==> config.mk <==
export PLATFORM = sky130hd
export DESIGN_NAME = accel_shock_impulse_detector_unit
export DESIGN_NICKNAME = d
export VERILOG_FILES = /design/src/rtl/core/asid_pkg.sv /design/src/rtl/core/accel_shock_impulse_detector_unit.sv /design/src/rtl/core/asid_front.sv /design/src/rtl/core/asid_queue.sv /design/src/rtl/core/asid_div.sv /design/src/rtl/core/asid_back.sv
export SDC_FILE = /design/constraint.sdc
export NUM_CORES = 2
export LEC_CHECK = 0
export BUFFER_PORTS_ARGS = -buffer_cell sky130_fd_sc_hd__buf_2
export CORE_ASPECT_RATIO = 0.8
export CORE_MARGIN = 2
export CORE_UTILIZATION = 40
export DETAILED_ROUTE_END_ITERATION = 8
export GPL_TIMING_DRIVEN = 0
export PLACE_DENSITY = 0.56
export SLEW_MARGIN = 25
export SYNTH_ARGS = -nofsm -noshare
export SYNTH_HDL_FRONTEND = slang
export SYNTH_SLANG_ARGS = --single-unit
==> constraint.sdc <==
create_clock -name clk -period 11.01 [get_ports clk]
set_input_delay 0.5505 -clock clk [delete_from_list [all_inputs] [get_ports clk]]
set_output_delay 0.5505 -clock clk [all_outputs]
set_load 0.01 [all_outputs]
==> src/rtl/core/asid_pkg.sv <==
// Shared types and constants for the shock and impulse detector.
package asid_pkg;

  // Sample and datapath widths
  localparam int SAMPLE_BITS = 16;
  localparam int DIFF_W      = SAMPLE_BITS + 1;
  localparam int ENERGY_W    = 36;
  localparam int SUM_W       = 18;
  localparam int WLEN_W      = 10;
  localparam int PERIOD_W    = 20;
  localparam int DIVISOR_W   = PERIOD_W + 1;
  localparam int DIV_STEPS   = ENERGY_W;
  localparam int DIV_CNT_W   = 6;
  localparam int RATE_STEPS  = 5;
  localparam int PADDR_W     = 5;
  localparam int PDATA_W     = 64;

  // Register indexes (byte address is 8 * index)
  localparam logic [1:0] REG_SHOCK_THRESHOLD = 2'd0;
  localparam logic [1:0] REG_WINDOW_LENGTH   = 2'd1;
  localparam logic [1:0] REG_REPORT_PERIOD   = 2'd2;
  localparam logic [1:0] REG_RATING_SCALE    = 2'd3;

  // Register reset values
  localparam logic [ENERGY_W-1:0] RST_SHOCK_THRESHOLD = 36'd43600000;
  localparam logic [WLEN_W-1:0]   RST_WINDOW_LENGTH   = 10'd400;
  localparam logic [PERIOD_W-1:0] RST_REPORT_PERIOD   = 20'd50000;
  localparam logic [ENERGY_W-1:0] RST_RATING_SCALE    = 36'd43600;

  // Impact report codes
  localparam logic       AXIS_X   = 1'b0;
  localparam logic       AXIS_Y   = 1'b1;
  localparam logic [1:0] DIR_NONE = 2'd0;
  localparam logic [1:0] DIR_POS  = 2'd1;
  localparam logic [1:0] DIR_NEG  = 2'd2;

  // Best rating, given when the mean is zero
  localparam logic [2:0] RATING_MAX = 3'd5;

  // Configuration seen by the back end
  typedef struct packed {
    logic [ENERGY_W-1:0] shock_threshold;
    logic [WLEN_W-1:0]   window_length;
    logic [PERIOD_W-1:0] report_period;
    logic [ENERGY_W-1:0] rating_scale;
  } cfg_t;

  // One queued word: per-axis differences against the previous sample
  typedef struct packed {
    logic signed [DIFF_W-1:0] dx;
    logic signed [DIFF_W-1:0] dy;
    logic signed [DIFF_W-1:0] dz;
  } diff_word_t;

  // Back end sequencer states
  typedef enum logic [6:0] {
    ST_IDLE   = 7'b0000001,
    ST_SQ     = 7'b0000010,
    ST_DIV_GO = 7'b0000100,
    ST_DIV    = 7'b0001000,
    ST_UPD    = 7'b0010000,
    ST_RATE   = 7'b0100000,
    ST_OUT    = 7'b1000000
  } back_state_t;

endpackage

==> src/rtl/core/accel_shock_impulse_detector_unit.sv <==
// Top level of the accelerometer shock and impulse detector with its register port.
//
// Each accepted sample word gives exactly one result word. The front end takes a
// sample whenever the difference queue has room and forms the per-axis deltas; the
// back end works one word at a time and takes no new word until the last one is
// loaded into the output, which the result side can hold off. Each word is fetched,
// squared on the shared squarer, divided by the 36-step bit-serial divider of the
// running mean, used to update the state, rated in the rating steps on a word that
// ends a rating period, and loaded into the output.
// Registers sit at byte address 8 * index on a 64-bit port: shock_threshold (0),
// window_length (1), report_period (2), rating_scale (3). Write them only while
// the block is idle.
module accel_shock_impulse_detector_unit #(
  parameter int QUEUE_DEPTH = 2
) (
  input  logic                                clk,
  input  logic                                rst,
  // Sample channel
  input  logic                                in_valid,
  output logic                                in_ready,
  input  logic signed [15:0]                  accel_x,
  input  logic signed [15:0]                  accel_y,
  input  logic signed [15:0]                  accel_z,
  // Result channel
  output logic                                out_valid,
  input  logic                                out_ready,
  output logic [asid_pkg::ENERGY_W-1:0]       jerk_energy,
  output logic [asid_pkg::ENERGY_W-1:0]       mean_energy,
  output logic                                impact_triggered,
  output logic                                impact_valid,
  output logic                                impact_axis,
  output logic [1:0]                          impact_direction,
  output logic                                rating_valid,
  output logic [2:0]                          rating,
  // Register port
  input  logic                                psel,
  input  logic                                penable,
  input  logic                                pwrite,
  input  logic [asid_pkg::PADDR_W-1:0]        paddr,
  input  logic [asid_pkg::PDATA_W-1:0]        pwdata,
  output logic [asid_pkg::PDATA_W-1:0]        prdata,
  output logic                                pready
);

  asid_pkg::cfg_t       cfg;
  logic                 cfg_we;
  logic [1:0]           reg_idx;

  logic                 q_full;
  logic                 q_push;
  asid_pkg::diff_word_t q_push_word;
  logic                 q_pop;
  logic                 q_not_empty;
  asid_pkg::diff_word_t q_head_word;

  assign pready  = 1'b1;
  assign cfg_we  = psel && penable && pwrite && pready;
  assign reg_idx = paddr[asid_pkg::PADDR_W-1:3];

  // Configuration registers
  always_ff @(posedge clk) begin
    if (rst) begin
      cfg.shock_threshold <= asid_pkg::RST_SHOCK_THRESHOLD;
      cfg.window_length   <= asid_pkg::RST_WINDOW_LENGTH;
      cfg.report_period   <= asid_pkg::RST_REPORT_PERIOD;
      cfg.rating_scale    <= asid_pkg::RST_RATING_SCALE;
    end else if (cfg_we) begin
      case (reg_idx)
        asid_pkg::REG_SHOCK_THRESHOLD:
          cfg.shock_threshold <= pwdata[asid_pkg::ENERGY_W-1:0];
        asid_pkg::REG_WINDOW_LENGTH:
          cfg.window_length   <= pwdata[asid_pkg::WLEN_W-1:0];
        asid_pkg::REG_REPORT_PERIOD:
          cfg.report_period   <= pwdata[asid_pkg::PERIOD_W-1:0];
        asid_pkg::REG_RATING_SCALE:
          cfg.rating_scale    <= pwdata[asid_pkg::ENERGY_W-1:0];
        default: begin
        end
      endcase
    end
  end

  // Register readback
  always_comb begin
    case (reg_idx)
      asid_pkg::REG_SHOCK_THRESHOLD: prdata = asid_pkg::PDATA_W'(cfg.shock_threshold);
      asid_pkg::REG_WINDOW_LENGTH:   prdata = asid_pkg::PDATA_W'(cfg.window_length);
      asid_pkg::REG_REPORT_PERIOD:   prdata = asid_pkg::PDATA_W'(cfg.report_period);
      asid_pkg::REG_RATING_SCALE:    prdata = asid_pkg::PDATA_W'(cfg.rating_scale);
      default:                       prdata = '0;
    endcase
  end

  asid_front u_front (
    .clk       (clk),
    .rst       (rst),
    .in_valid  (in_valid),
    .in_ready  (in_ready),
    .accel_x   (accel_x),
    .accel_y   (accel_y),
    .accel_z   (accel_z),
    .q_full    (q_full),
    .push      (q_push),
    .push_word (q_push_word)
  );

  asid_queue #(
    .DEPTH (QUEUE_DEPTH)
  ) u_queue (
    .clk       (clk),
    .rst       (rst),
    .push      (q_push),
    .push_word (q_push_word),
    .full      (q_full),
    .pop       (q_pop),
    .not_empty (q_not_empty),
    .head_word (q_head_word)
  );

  asid_back u_back (
    .clk              (clk),
    .rst              (rst),
    .cfg              (cfg),
    .q_not_empty      (q_not_empty),
    .q_word           (q_head_word),
    .pop              (q_pop),
    .out_valid        (out_valid),
    .out_ready        (out_ready),
    .jerk_energy      (jerk_energy),
    .mean_energy      (mean_energy),
    .impact_triggered (impact_triggered),
    .impact_valid     (impact_valid),
    .impact_axis      (impact_axis),
    .impact_direction (impact_direction),
    .rating_valid     (rating_valid),
    .rating           (rating)
  );

endmodule

==> src/rtl/core/asid_front.sv <==
// Front end: accepts samples and forms axis differences against the previous sample.
module asid_front (
  input  logic                     clk,
  input  logic                     rst,
  input  logic                     in_valid,
  output logic                     in_ready,
  input  logic signed [15:0]       accel_x,
  input  logic signed [15:0]       accel_y,
  input  logic signed [15:0]       accel_z,
  input  logic                     q_full,
  output logic                     push,
  output asid_pkg::diff_word_t     push_word
);

  logic signed [asid_pkg::SAMPLE_BITS-1:0] prev_x;
  logic signed [asid_pkg::SAMPLE_BITS-1:0] prev_y;
  logic signed [asid_pkg::SAMPLE_BITS-1:0] prev_z;
  logic                                    have_previous;

  logic signed [asid_pkg::SAMPLE_BITS-1:0] sx;
  logic signed [asid_pkg::SAMPLE_BITS-1:0] sy;
  logic signed [asid_pkg::SAMPLE_BITS-1:0] sz;

  assign in_ready = !q_full;
  assign push     = in_valid && in_ready;

  // Low sample bits, sign carried by the top one
  assign sx = accel_x[asid_pkg::SAMPLE_BITS-1:0];
  assign sy = accel_y[asid_pkg::SAMPLE_BITS-1:0];
  assign sz = accel_z[asid_pkg::SAMPLE_BITS-1:0];

  // Differences; the first sample after reset counts as no motion
  always_comb begin
    if (have_previous) begin
      push_word.dx = asid_pkg::DIFF_W'(sx) - asid_pkg::DIFF_W'(prev_x);
      push_word.dy = asid_pkg::DIFF_W'(sy) - asid_pkg::DIFF_W'(prev_y);
      push_word.dz = asid_pkg::DIFF_W'(sz) - asid_pkg::DIFF_W'(prev_z);
    end else begin
      push_word.dx = '0;
      push_word.dy = '0;
      push_word.dz = '0;
    end
  end

  // Previous sample
  always_ff @(posedge clk) begin
    if (rst) begin
      prev_x        <= '0;
      prev_y        <= '0;
      prev_z        <= '0;
      have_previous <= 1'b0;
    end else if (push) begin
      prev_x        <= sx;
      prev_y        <= sy;
      prev_z        <= sz;
      have_previous <= 1'b1;
    end
  end

endmodule

==> src/rtl/core/asid_queue.sv <==
// Short FIFO of difference words between the front and back ends.
module asid_queue #(
  parameter int DEPTH = 2
) (
  input  logic                 clk,
  input  logic                 rst,
  input  logic                 push,
  input  asid_pkg::diff_word_t push_word,
  output logic                 full,
  input  logic                 pop,
  output logic                 not_empty,
  output asid_pkg::diff_word_t head_word
);

  localparam int PTR_W = (DEPTH > 1) ? $clog2(DEPTH) : 1;
  localparam int CNT_W = $clog2(DEPTH + 1);

  asid_pkg::diff_word_t mem [DEPTH];
  logic [PTR_W-1:0]     wr_ptr;
  logic [PTR_W-1:0]     rd_ptr;
  logic [CNT_W-1:0]     count;

  assign full      = (count == CNT_W'(DEPTH));
  assign not_empty = (count != '0);
  assign head_word = mem[rd_ptr];

  // Storage
  always_ff @(posedge clk) begin
    if (push) begin
      mem[wr_ptr] <= push_word;
    end
  end

  // Pointers and fill count
  always_ff @(posedge clk) begin
    if (rst) begin
      wr_ptr <= '0;
      rd_ptr <= '0;
      count  <= '0;
    end else begin
      if (push) begin
        wr_ptr <= (wr_ptr == PTR_W'(DEPTH - 1)) ? '0 : wr_ptr + 1'b1;
      end
      if (pop) begin
        rd_ptr <= (rd_ptr == PTR_W'(DEPTH - 1)) ? '0 : rd_ptr + 1'b1;
      end
      if (push && !pop) begin
        count <= count + 1'b1;
      end else if (pop && !push) begin
        count <= count - 1'b1;
      end
    end
  end

endmodule

==> src/rtl/core/asid_div.sv <==
// Restoring divider, one quotient bit per cycle, for the running mean update.
module asid_div (
  input  logic                             clk,
  input  logic                             rst,
  input  logic                             start,
  input  logic [asid_pkg::ENERGY_W-1:0]    dividend,
  input  logic [asid_pkg::DIVISOR_W-1:0]   divisor,
  output logic                             done,
  output logic [asid_pkg::ENERGY_W-1:0]    quotient
);

  logic [asid_pkg::DIVISOR_W-1:0] dsr;
  logic [asid_pkg::DIVISOR_W-1:0] rem;
  logic [asid_pkg::ENERGY_W-1:0]  dvd;
  logic [asid_pkg::DIV_CNT_W-1:0] cnt;
  logic                           busy;

  logic [asid_pkg::DIVISOR_W:0]   rem_sh;
  logic                           q_bit;

  assign quotient = dvd;

  // Shift in the next dividend bit and try to subtract
  always_comb begin
    rem_sh = {rem, dvd[asid_pkg::ENERGY_W-1]};
    q_bit  = (rem_sh >= {1'b0, dsr});
  end

  always_ff @(posedge clk) begin
    if (start) begin
      dsr <= divisor;
      rem <= '0;
      dvd <= dividend;
    end else if (busy) begin
      rem <= q_bit ? asid_pkg::DIVISOR_W'(rem_sh - {1'b0, dsr})
                   : asid_pkg::DIVISOR_W'(rem_sh);
      dvd <= {dvd[asid_pkg::ENERGY_W-2:0], q_bit};
    end
  end

  // Step counter; done pulses for one cycle after the last step
  always_ff @(posedge clk) begin
    if (rst) begin
      busy <= 1'b0;
      done <= 1'b0;
      cnt  <= '0;
    end else begin
      done <= !start && busy && (cnt == asid_pkg::DIV_CNT_W'(1));
      if (start) begin
        busy <= 1'b1;
        cnt  <= asid_pkg::DIV_CNT_W'(asid_pkg::DIV_STEPS);
      end else if (busy) begin
        cnt <= cnt - 1'b1;
        if (cnt == asid_pkg::DIV_CNT_W'(1)) begin
          busy <= 1'b0;
        end
      end
    end
  end

endmodule

==> src/rtl/core/asid_back.sv <==
// Back end: energy, running mean, impact window and period rating for each word.
module asid_back (
  input  logic                              clk,
  input  logic                              rst,
  input  asid_pkg::cfg_t                    cfg,
  input  logic                              q_not_empty,
  input  asid_pkg::diff_word_t              q_word,
  output logic                              pop,
  output logic                              out_valid,
  input  logic                              out_ready,
  output logic [asid_pkg::ENERGY_W-1:0]     jerk_energy,
  output logic [asid_pkg::ENERGY_W-1:0]     mean_energy,
  output logic                              impact_triggered,
  output logic                              impact_valid,
  output logic                              impact_axis,
  output logic [1:0]                        impact_direction,
  output logic                              rating_valid,
  output logic [2:0]                        rating
);

  localparam int EW  = asid_pkg::ENERGY_W;
  localparam int DW  = asid_pkg::DIFF_W;
  localparam int SW  = asid_pkg::SUM_W;
  localparam int PW  = asid_pkg::PERIOD_W;
  localparam int WW  = asid_pkg::WLEN_W;
  localparam int MW  = 2 * DW;
  localparam int RAW = EW + 3;

  localparam logic signed [SW:0] SUM_MAX = (SW+1)'((1 << (SW - 1)) - 1);
  localparam logic signed [SW:0] SUM_MIN = (SW+1)'(-(1 << (SW - 1)));

  asid_pkg::back_state_t state;

  // Current word
  asid_pkg::diff_word_t word;
  logic [1:0]           sq_idx;
  logic [MW-1:0]        prod;
  logic [EW-1:0]        energy;

  // Persistent state
  logic [EW-1:0]        mean_store;
  logic [PW-1:0]        period_count;
  logic                 window_open;
  logic [WW-1:0]        window_count;
  logic signed [SW-1:0] sum_x;
  logic signed [SW-1:0] sum_y;

  // Per-word results
  logic [EW-1:0]        res_mean;
  logic                 res_trig;
  logic                 res_ivalid;
  logic                 res_axis;
  logic [1:0]           res_dir;
  logic                 res_rvalid;
  logic [2:0]           rate_above;
  logic [2:0]           rate_idx;
  logic [RAW-1:0]       rate_acc;

  // Divider
  logic                 div_start;
  logic                 div_done;
  logic [EW-1:0]        div_q;
  logic                 delta_neg;
  logic [EW-1:0]        delta_mag;

  // Update-cycle logic
  logic signed [DW-1:0] sq_d;
  logic [DW-1:0]        sq_mag;
  logic [EW-1:0]        mean_new;
  logic [WW:0]          cnt_inc;
  logic                 win_close;
  logic signed [SW:0]   sx_add;
  logic signed [SW:0]   sy_add;
  logic signed [SW-1:0] sx_sat;
  logic signed [SW-1:0] sy_sat;
  logic [SW-1:0]        ax;
  logic [SW-1:0]        ay;
  logic                 axis_c;
  logic [1:0]           dir_c;
  logic                 trig_c;
  logic [PW-1:0]        pc_inc;
  logic                 period_end;

  assign pop = (state == asid_pkg::ST_IDLE) && q_not_empty;

  // Magnitude of the difference being squared
  always_comb begin
    case (sq_idx)
      2'd0:    sq_d = word.dx;
      2'd1:    sq_d = word.dy;
      default: sq_d = word.dz;
    endcase
    sq_mag = sq_d[DW-1] ? DW'(-sq_d) : DW'(sq_d);
  end

  // Mean delta sign and magnitude
  always_comb begin
    delta_neg = (energy < mean_store);
    delta_mag = delta_neg ? (mean_store - energy) : (energy - mean_store);
    mean_new  = delta_neg ? (mean_store - div_q) : (mean_store + div_q);
  end

  assign div_start = (state == asid_pkg::ST_DIV_GO);

  asid_div u_div (
    .clk      (clk),
    .rst      (rst),
    .start    (div_start),
    .dividend (delta_mag),
    .divisor  ({1'b0, period_count} + asid_pkg::DIVISOR_W'(1)),
    .done     (div_done),
    .quotient (div_q)
  );

  // Impact window: report on close, else accumulate, then the trigger test
  always_comb begin
    cnt_inc   = {1'b0, window_count} + (WW+1)'(1);
    win_close = window_open && (cnt_inc >= {1'b0, cfg.window_length});

    sx_add = {sum_x[SW-1], sum_x} + (SW+1)'(word.dx);
    sy_add = {sum_y[SW-1], sum_y} + (SW+1)'(word.dy);
    if (sx_add > SUM_MAX)      sx_sat = SW'(SUM_MAX);
    else if (sx_add < SUM_MIN) sx_sat = SW'(SUM_MIN);
    else                       sx_sat = SW'(sx_add);
    if (sy_add > SUM_MAX)      sy_sat = SW'(SUM_MAX);
    else if (sy_add < SUM_MIN) sy_sat = SW'(SUM_MIN);
    else                       sy_sat = SW'(sy_add);

    ax = sum_x[SW-1] ? SW'(-sum_x) : SW'(sum_x);
    ay = sum_y[SW-1] ? SW'(-sum_y) : SW'(sum_y);
    // y wins only when strictly larger; ties and all-zero go to x
    if (ay > ax) begin
      axis_c = asid_pkg::AXIS_Y;
      dir_c  = (sum_y > 0) ? asid_pkg::DIR_POS : asid_pkg::DIR_NEG;
    end else if (ax != '0) begin
      axis_c = asid_pkg::AXIS_X;
      dir_c  = (sum_x > 0) ? asid_pkg::DIR_POS : asid_pkg::DIR_NEG;
    end else begin
      axis_c = asid_pkg::AXIS_X;
      dir_c  = asid_pkg::DIR_NONE;
    end

    trig_c = !(window_open && !win_close) && (energy >= cfg.shock_threshold);

    pc_inc     = period_count + 1'b1;
    period_end = (pc_inc >= cfg.report_period);
  end

  // Sequencer
  always_ff @(posedge clk) begin
    if (rst) begin
      state        <= asid_pkg::ST_IDLE;
      mean_store   <= '0;
      period_count <= '0;
      window_open  <= 1'b0;
      window_count <= '0;
      sum_x        <= '0;
      sum_y        <= '0;
      out_valid    <= 1'b0;
    end else begin
      // Output word taken; ST_OUT refills it itself
      if (out_ready && (state != asid_pkg::ST_OUT)) begin
        out_valid <= 1'b0;
      end
      case (state)
        asid_pkg::ST_IDLE: begin
          if (q_not_empty) begin
            word   <= q_word;
            sq_idx <= 2'd0;
            energy <= '0;
            state  <= asid_pkg::ST_SQ;
          end
        end
        // One shared squarer, product registered before the sum
        asid_pkg::ST_SQ: begin
          prod   <= MW'(sq_mag * sq_mag);
          sq_idx <= sq_idx + 1'b1;
          if (sq_idx != 2'd0) begin
            energy <= energy + EW'(prod);
          end
          if (sq_idx == 2'd3) begin
            state <= asid_pkg::ST_DIV_GO;
          end
        end
        asid_pkg::ST_DIV_GO: begin
          state <= asid_pkg::ST_DIV;
        end
        asid_pkg::ST_DIV: begin
          if (div_done) begin
            state <= asid_pkg::ST_UPD;
          end
        end
        asid_pkg::ST_UPD: begin
          res_mean   <= mean_new;
          res_trig   <= trig_c;
          res_ivalid <= win_close;
          res_axis   <= win_close ? axis_c : asid_pkg::AXIS_X;
          res_dir    <= win_close ? dir_c : asid_pkg::DIR_NONE;
          res_rvalid <= period_end;

          if (trig_c) begin
            window_open  <= 1'b1;
            window_count <= '0;
            sum_x        <= '0;
            sum_y        <= '0;
          end else if (win_close) begin
            window_open  <= 1'b0;
            window_count <= '0;
            sum_x        <= '0;
            sum_y        <= '0;
          end else if (window_open) begin
            window_count <= WW'(cnt_inc);
            sum_x        <= sx_sat;
            sum_y        <= sy_sat;
          end

          rate_above <= '0;
          rate_idx   <= '0;
          rate_acc   <= RAW'(cfg.rating_scale);
          if (period_end) begin
            period_count <= '0;
            mean_store   <= '0;
            state        <= asid_pkg::ST_RATE;
          end else begin
            period_count <= pc_inc;
            mean_store   <= mean_new;
            state        <= asid_pkg::ST_OUT;
          end
        end
        // Count how many of scale, 2*scale .. 5*scale the mean exceeds
        asid_pkg::ST_RATE: begin
          if (RAW'(res_mean) > rate_acc) begin
            rate_above <= rate_above + 1'b1;
          end
          rate_acc <= rate_acc + RAW'(cfg.rating_scale);
          rate_idx <= rate_idx + 1'b1;
          if (rate_idx == 3'(asid_pkg::RATE_STEPS - 1)) begin
            state <= asid_pkg::ST_OUT;
          end
        end
        asid_pkg::ST_OUT: begin
          if (!out_valid || out_ready) begin
            out_valid        <= 1'b1;
            jerk_energy      <= energy;
            mean_energy      <= res_mean;
            impact_triggered <= res_trig;
            impact_valid     <= res_ivalid;
            impact_axis      <= res_axis;
            impact_direction <= res_dir;
            rating_valid     <= res_rvalid;
            rating           <= res_rvalid ? (asid_pkg::RATING_MAX - rate_above) : 3'd0;
            state            <= asid_pkg::ST_IDLE;
          end
        end
        default: begin
          state <= asid_pkg::ST_IDLE;
        end
      endcase
    end
  end

endmodule

==> After elaboration in Yosys (flattened, before gate mapping) <==
Memory sizes are Yosys's and may differ from the RTL's. A register that Yosys moved wholly into a read port is not among the register bits.
Cells that the tools add are included.
{ "classes": {"multipliers": 1, "n_shift": 0, "n_mux": 63, "eq_ne": 23, "addsub": 27, "bitwise": 1, "n_lt_le_gt_ge": 13, "div_mod_pow": 0, "reduce_logical": 47} }
{ "ops": {"columns": ["cell", "count"], "rows": [
  ["one-hot mux 64 bit (4 select lines)", 1],
  ["two-way mux 36 bit", 7],
  ["two-way mux 18 bit", 12],
  ["subtractor 36 bit", 3],
  ["one-hot mux 39 bit (2 select lines)", 1],
  ["one-hot mux 36 bit (2 select lines)", 1],
  ["two-way mux 51 bit", 1],
  ["subtractor 16 x 16 -> 17 bit", 3],
  ["one-hot mux 7 bit (7 select lines)", 1],
  ["two-way mux 7 bit", 6],
  ["adder 39 x 36 -> 39 bit", 1],
  ["> comparator 36 x 39 -> 1 bit", 1],
  ["adder 18 x 17 -> 19 bit", 2],
  ["> comparator 19 x 18 -> 1 bit (second input constant)", 2],
  ["< comparator 19 x 18 -> 1 bit (second input constant)", 2],
  ["adder 36 x 34 -> 36 bit", 1],
  ["adder 36 bit", 1],
  ["greater-or-equal comparator 36 bit", 1],
  ["> comparator 18 x 1 -> 1 bit (second input constant)", 2],
  ["< comparator 36 bit", 1],
  ["negation 18 bit", 2],
  ["multiplier 17 x 17 -> 34 bit", 1],
  ["one-hot mux 17 bit (2 select lines)", 1],
  ["two-way mux 10 bit", 3],
  ["51 further kinds", 118]
]} }
{ "totals": {"latch_bits": 0, "inputBits": 124, "ff_bits": 592, "word_cells": 222, "n_memories": 1, "rom_bits": 0, "ramBits": 102} }
{ "memory_table": {"columns": ["name", "words", "word_bits", "rd", "rd_clocked_by_memory_dff", "wr", "line_no", "rtl"], "rows": [
  ["u_queue.mem", 2, 51, 1, 1, 1, "asid_queue.sv:18", "asid_pkg::diff_word_t mem [DEPTH];"]
]} }

==> Logic depth before layout (Yosys ltp) <==
{ "logic_depth": {"ltp_word": 9, "depth_mapped": 39} }

==> Cells and area by module <==
Synthesis repeated with hierarchy kept, for this count alone.
{ "unflattened": {"hier_cells": 5981, "hier_area_um2": 56190.1} }
{ "by_module_without_submodules": {"columns": ["module", "n_inst", "seq_area_each_um2", "cells_per_inst", "area_each_um2"], "rows": [
  ["asid_back", 1, 10930.5, 4219, 38142.8],
  ["accel_shock_impulse_detector_unit", 1, 2042.0, 497, 5022.3],
  ["asid_div", 1, 2292.2, 426, 4626.9],
  ["asid_front", 1, 980.9, 658, 4520.6],
  ["asid_queue", 1, 3163.0, 181, 3877.5]
]} }

==> Worst setup path after synthesis <==
Ideal clock, no wire load.
{ "synth_path": {"kind": "reg-to-reg", "from": "register u_back.sq_idx[0]", "to": "register u_back.prod[33], data pin", "t_required_ps": 10750, "setup_slack_ps": 1767, "arrival_ps": 8983, "stages_incl_launch_ff": 36, "period_less_slack_ps": 9243, "path_buffers": 4, "path_cell_list": "edfxtp_1 -> ha_1 -> clkbuf_1 -> nor2_1 -> clkbuf_1 -> a21o_1 -> inv_1 -> clkbuf_1 -> ha_1 -> and3_1 -> and2_1 -> a31oi_1 -> xor2_1 -> inv_1 -> clkbuf_1 -> nand2_1 -> inv_1 -> fa_1 -> fa_1 -> fa_1 -> fa_1 -> fa_1 -> inv_1 -> fa_1 -> inv_1 -> ha_1 -> nor2b_1 -> o21ai_0 -> nand2b_1 -> a41oi_1 -> a31oi_1 -> a221o_1 -> or4b_1 -> a31o_2 -> a21oi_1 -> xnor2_1"} }
{ "synth_via": {"elab_chain_len": 5, "elab_cells_between_ends": 6} }
{ "synth_lines": {"columns": ["element", "line_no", "rtl"], "rows": [
  ["start: declaration", "asid_back.sv:36", "logic [1:0] sq_idx;"],
  ["start signal: assignment", "asid_back.sv:177", "sq_idx <= sq_idx + 1'b1;"],
  ["== test 2 x 1 -> 1 bit or zero test 2 bit (tied branches)", "asid_back.sv:88", "case (sq_idx)"],
  ["one-hot mux 17 bit (2 select lines) (*)", "asid_back.sv:88", null],
  ["negation 17 bit", "asid_back.sv:93", "sq_mag = sq_d[DW-1] ? DW'(-sq_d) : DW'(sq_d);"],
  ["two-way mux 17 bit (*)", "asid_back.sv:93", null],
  ["multiplier 17 x 17 -> 34 bit (*)", "asid_back.sv:176", "prod <= MW'(sq_mag * sq_mag);"],
  ["end signal: assignment", "asid_back.sv:176", null],
  ["end: declaration", "asid_back.sv:37", "logic [MW-1:0] prod;"]
]} }
Every way passes the cells marked *; elsewhere a longest branch is shown, timed or not.
A chain may end at the register's enable or synchronous reset.

==> Worst setup path in the final report <==
Ends and elaborated chain as after synthesis.

==> run metrics <==
ranking of synthesized cells by instance count 637 x inv_1, 631 x nand2_1, 520 x ha_1; status finished clean; Die Span Y between 300 and 400 µm; worst-skew pair later-pin latency between 0.7 and 0.8 ns; Syn Inst Count 5776; final setup skew 0.0452 ns; first-pass GRT wire length about 260 mm; worst min-delay path category primary input to register; leftover overflow at the end of global routing 0; Netlist Area Pre-Place ~54000 µm²; post-DP HPWL approximately 140 mm; final hold violation count 0; width of the die between 400 and 500 µm; top fanout value on the critical path 10; hold buffer count at cts 0; Slew Limit Headroom approximately a quarter; critical path's slowest cell clkbuf_1; total via count in the routed design roughly 43000; transition time at the pin with the least slew margin 1.12 ns; arrival time worst endpoint between 10 and 15 ns; number of warning messages in the yosys log 0; number of violations of the max-capacitance limit 0; largest incremental delay on the critical path slightly above 0.6 ns; count of H-tree levels built during CTS 3; minimum period implied by the final worst setup slack ~10 ns; number of vias per cell after detailed routing 5.41; total length of routed met3 wires between 10 and 15 mm; global placer's final weighted congestion around 0.96; portion of netlist area occupied by mux cells approximately 2.5%; maximum number of pins on one net before global-route repair 37; Port Buffers 209; share of synthesized flip-flops with an asynchronous set or reset 0%; Final Cycle Share 94.3%; top area cells in the synthesized netlist edfxtp_1 25%, ha_1 12%, dfxtp_1 11%, fa_1 7.6%, a21oi_1 4.8%; kind of launch point of the worst setup path register; maximum root-to-sink buffer count 3; kind of critical path register to register; cell taking the most area after synthesis edfxtp_1; DR top layer met4; xor-xnor portion of the synthesized cell area slightly below 6%; core area about 130000 µm²; Initial Utilization between 40% and 50%; primary flip-flop cell chosen by synthesis mapping edfxtp_1; Cell variety after synth 86; Met1 Wirelength approximately 80 mm; total number of placement rows 120; count leader, synth inv_1; aggregate routed wire length between 150 and 200 mm; Total Die Area roughly 140000 µm²; area share of the largest cell type after synthesis between 20% and 30%; layout cells sized above 1 roughly 8.6%; hold slack final just under 0.08 ns; Routed wire per std cell 21.8 µm; synthesized area per cell between 9 and 10 µm²; sink count of the clock tree 744; CTS tree yes; library cell used as clock root buffer clkbuf_16; fraction of the yosys area taken by sequential cells a little over a third; final-stage net count about 7000; combinational family with the most area after synthesis adder cells; drt initial violations 3703; Achievable Freq between 90 and 100 MHz; total met2 wirelength after detailed routing ~76 mm; number of pins with negative max-slew slack in the final report 0; Synth Area in Compound Gates 16.3%; number of enable flip-flop cells after synthesis 449; simple-gate portion of the synthesized area 13.2%; layout-stage area growth over the synthesis result 12.8%; vias in the first global route around 41000; final setup violation count 0; count of unresolved DRC violations after routing 0; CTS Buf Count 83; Pre-Repair DR Iteration Count 5; adder-cell area share of the yosys netlist 19.7%; RSZ-0062 raised after global routing false; flip-flop and latch count after synthesis ~740; type of element capturing the critical path register; initial antenna violation count 6; register clock-pin slew on the reported worst setup and hold paths about 0.060 ns; Total Routing Usage GR 25.0%; I/O pin count 272; WP data required between 10 and 15 ns; total of fill cells in the finished design around 13000; post-route antenna net violation count 0
kinds of logic (layout without fill, tap and decap cells):
kind of cell	Yosys count	count (layout)
AND/OR/NAND/NOR	1554	1554
AO/OA/AOI/OAI	1407	1407
buffers and inverters	881	1269
flip-flops	744	744
adder cells (fa/ha/maj)	723	723
XOR/XNOR	353	353
multiplexers	112	112
other	2	45
area by class of cell:
type	instances	area [µm²]	share of cell area, %
clock buffers	112	2280	3.76
plain buffers	236	1010	1.67
repair buffers	236	1500	2.48
clock inverters	43	543	0.897
well taps	1769	2210	3.66
inverters	642	2420	3.99
flip-flops and latches	744	19400	32.0
multi-input cells	4190	31200	51.5
diodes	4	10.0	0.0165
final timing paths:
kind / from / to / slack (ns) / cells after the start
worst max-delay path: u_back.sq_idx[0]$_SDFFCE_PN0P_ / u_back.prod[33]$_DFFE_PP_ / 0.63 / 34
worst min-delay path: accel_x[15] / u_front.prev_x[15]$_SDFFE_PP0P_ / 0.08 / 3
worst max register to register: u_back.sq_idx[0]$_SDFFCE_PN0P_ / u_back.prod[33]$_DFFE_PP_ / 0.63 / 34
worst min register to register: u_back.res_dir[1]$_SDFFCE_PN0P_ / u_back.impact_direction[1]$_DFFE_PP_ / 0.42 / 0
worst max-delay path, delay by kind of cell (launching register included):
family                   cells  cell delay [ns]
flip-flops                   1             0.44
AO/OA/AOI/OAI               12             3.11
AND/OR/NAND/NOR              5             1.47
buffers and inverters        7             1.02
XOR/XNOR                     2             0.38
adder cells (fa/ha/maj)      8             3.71
per-stage QoR:
| stage | setup WS (ns) | std cells | util [%] | setup TNS (ns) | instance area, µm² |
|---|---|---|---|---|---|
| CTS | 0.0390 | 7975 | 45.3 | 0 | 60500 |
| detailed placement | 0.0420 | 7820 | 43.2 | 0 | 57700 |
| floorplan | 1.77 | 5815 | - | 0 | 53800 |
| global route | 0.00235 | 7973 | 45.4 | 0 | 60500 |
| global placement | -0.752 | 7793 | 42.8 | -58.70 | 57100 |
| finish | 0.626 | 7976 | 45.4 | 0 | 60500 |
state kept, by name (all words and copies together) (netlist names), 21 cells and up:
signal,flops
u_back.u_div.dsr,21
u_queue.mem,102
u_back.rate_acc,39
u_back.prod,33
u_back.mean_store,36
u_back.u_div.rem,21
cfg,102
u_back.jerk_energy,36
u_back.word,51
u_back.res_mean,36
u_back.u_div.quotient,36
u_back.energy,36
u_back.mean_energy,36
metal layers:
layer	GRT usage (%)	up-vias
li1	-	20800
met3	4.42	198
met2	38.5	1244
met5	0	-
met1	36.1	20900
met4	6.21	0
layout by cell type (no fill, tap or decap), drive strengths merged, types with 42 or more instances in the layout:
master and count:
o21ai 294, inv 643, a211oi 42, buf 283, nand2b 55, nor2 385
xor2 112, a21oi 517, mux2 59, edfxtp 449, ha 520, o31ai 45
clkbuf 301, and3 43, nand3 104, nor2b 50, xnor2 241, nor3 75
mux2i 43, nand2 631, nand4 52, o21bai 53, fa 203, a22o 46
a21o 148, dfxtp 295
what timing repair did:
action | 4_1_cts | 5_1_grt
setup endpoints to repair | 0 | 5
buffers inserted | 0 | 0
gates resized for setup | 0 | 18
Power is left out: the tool's default activity adds up to more than one toggle a clock period on the data nets, which glitch-free logic cannot reach.
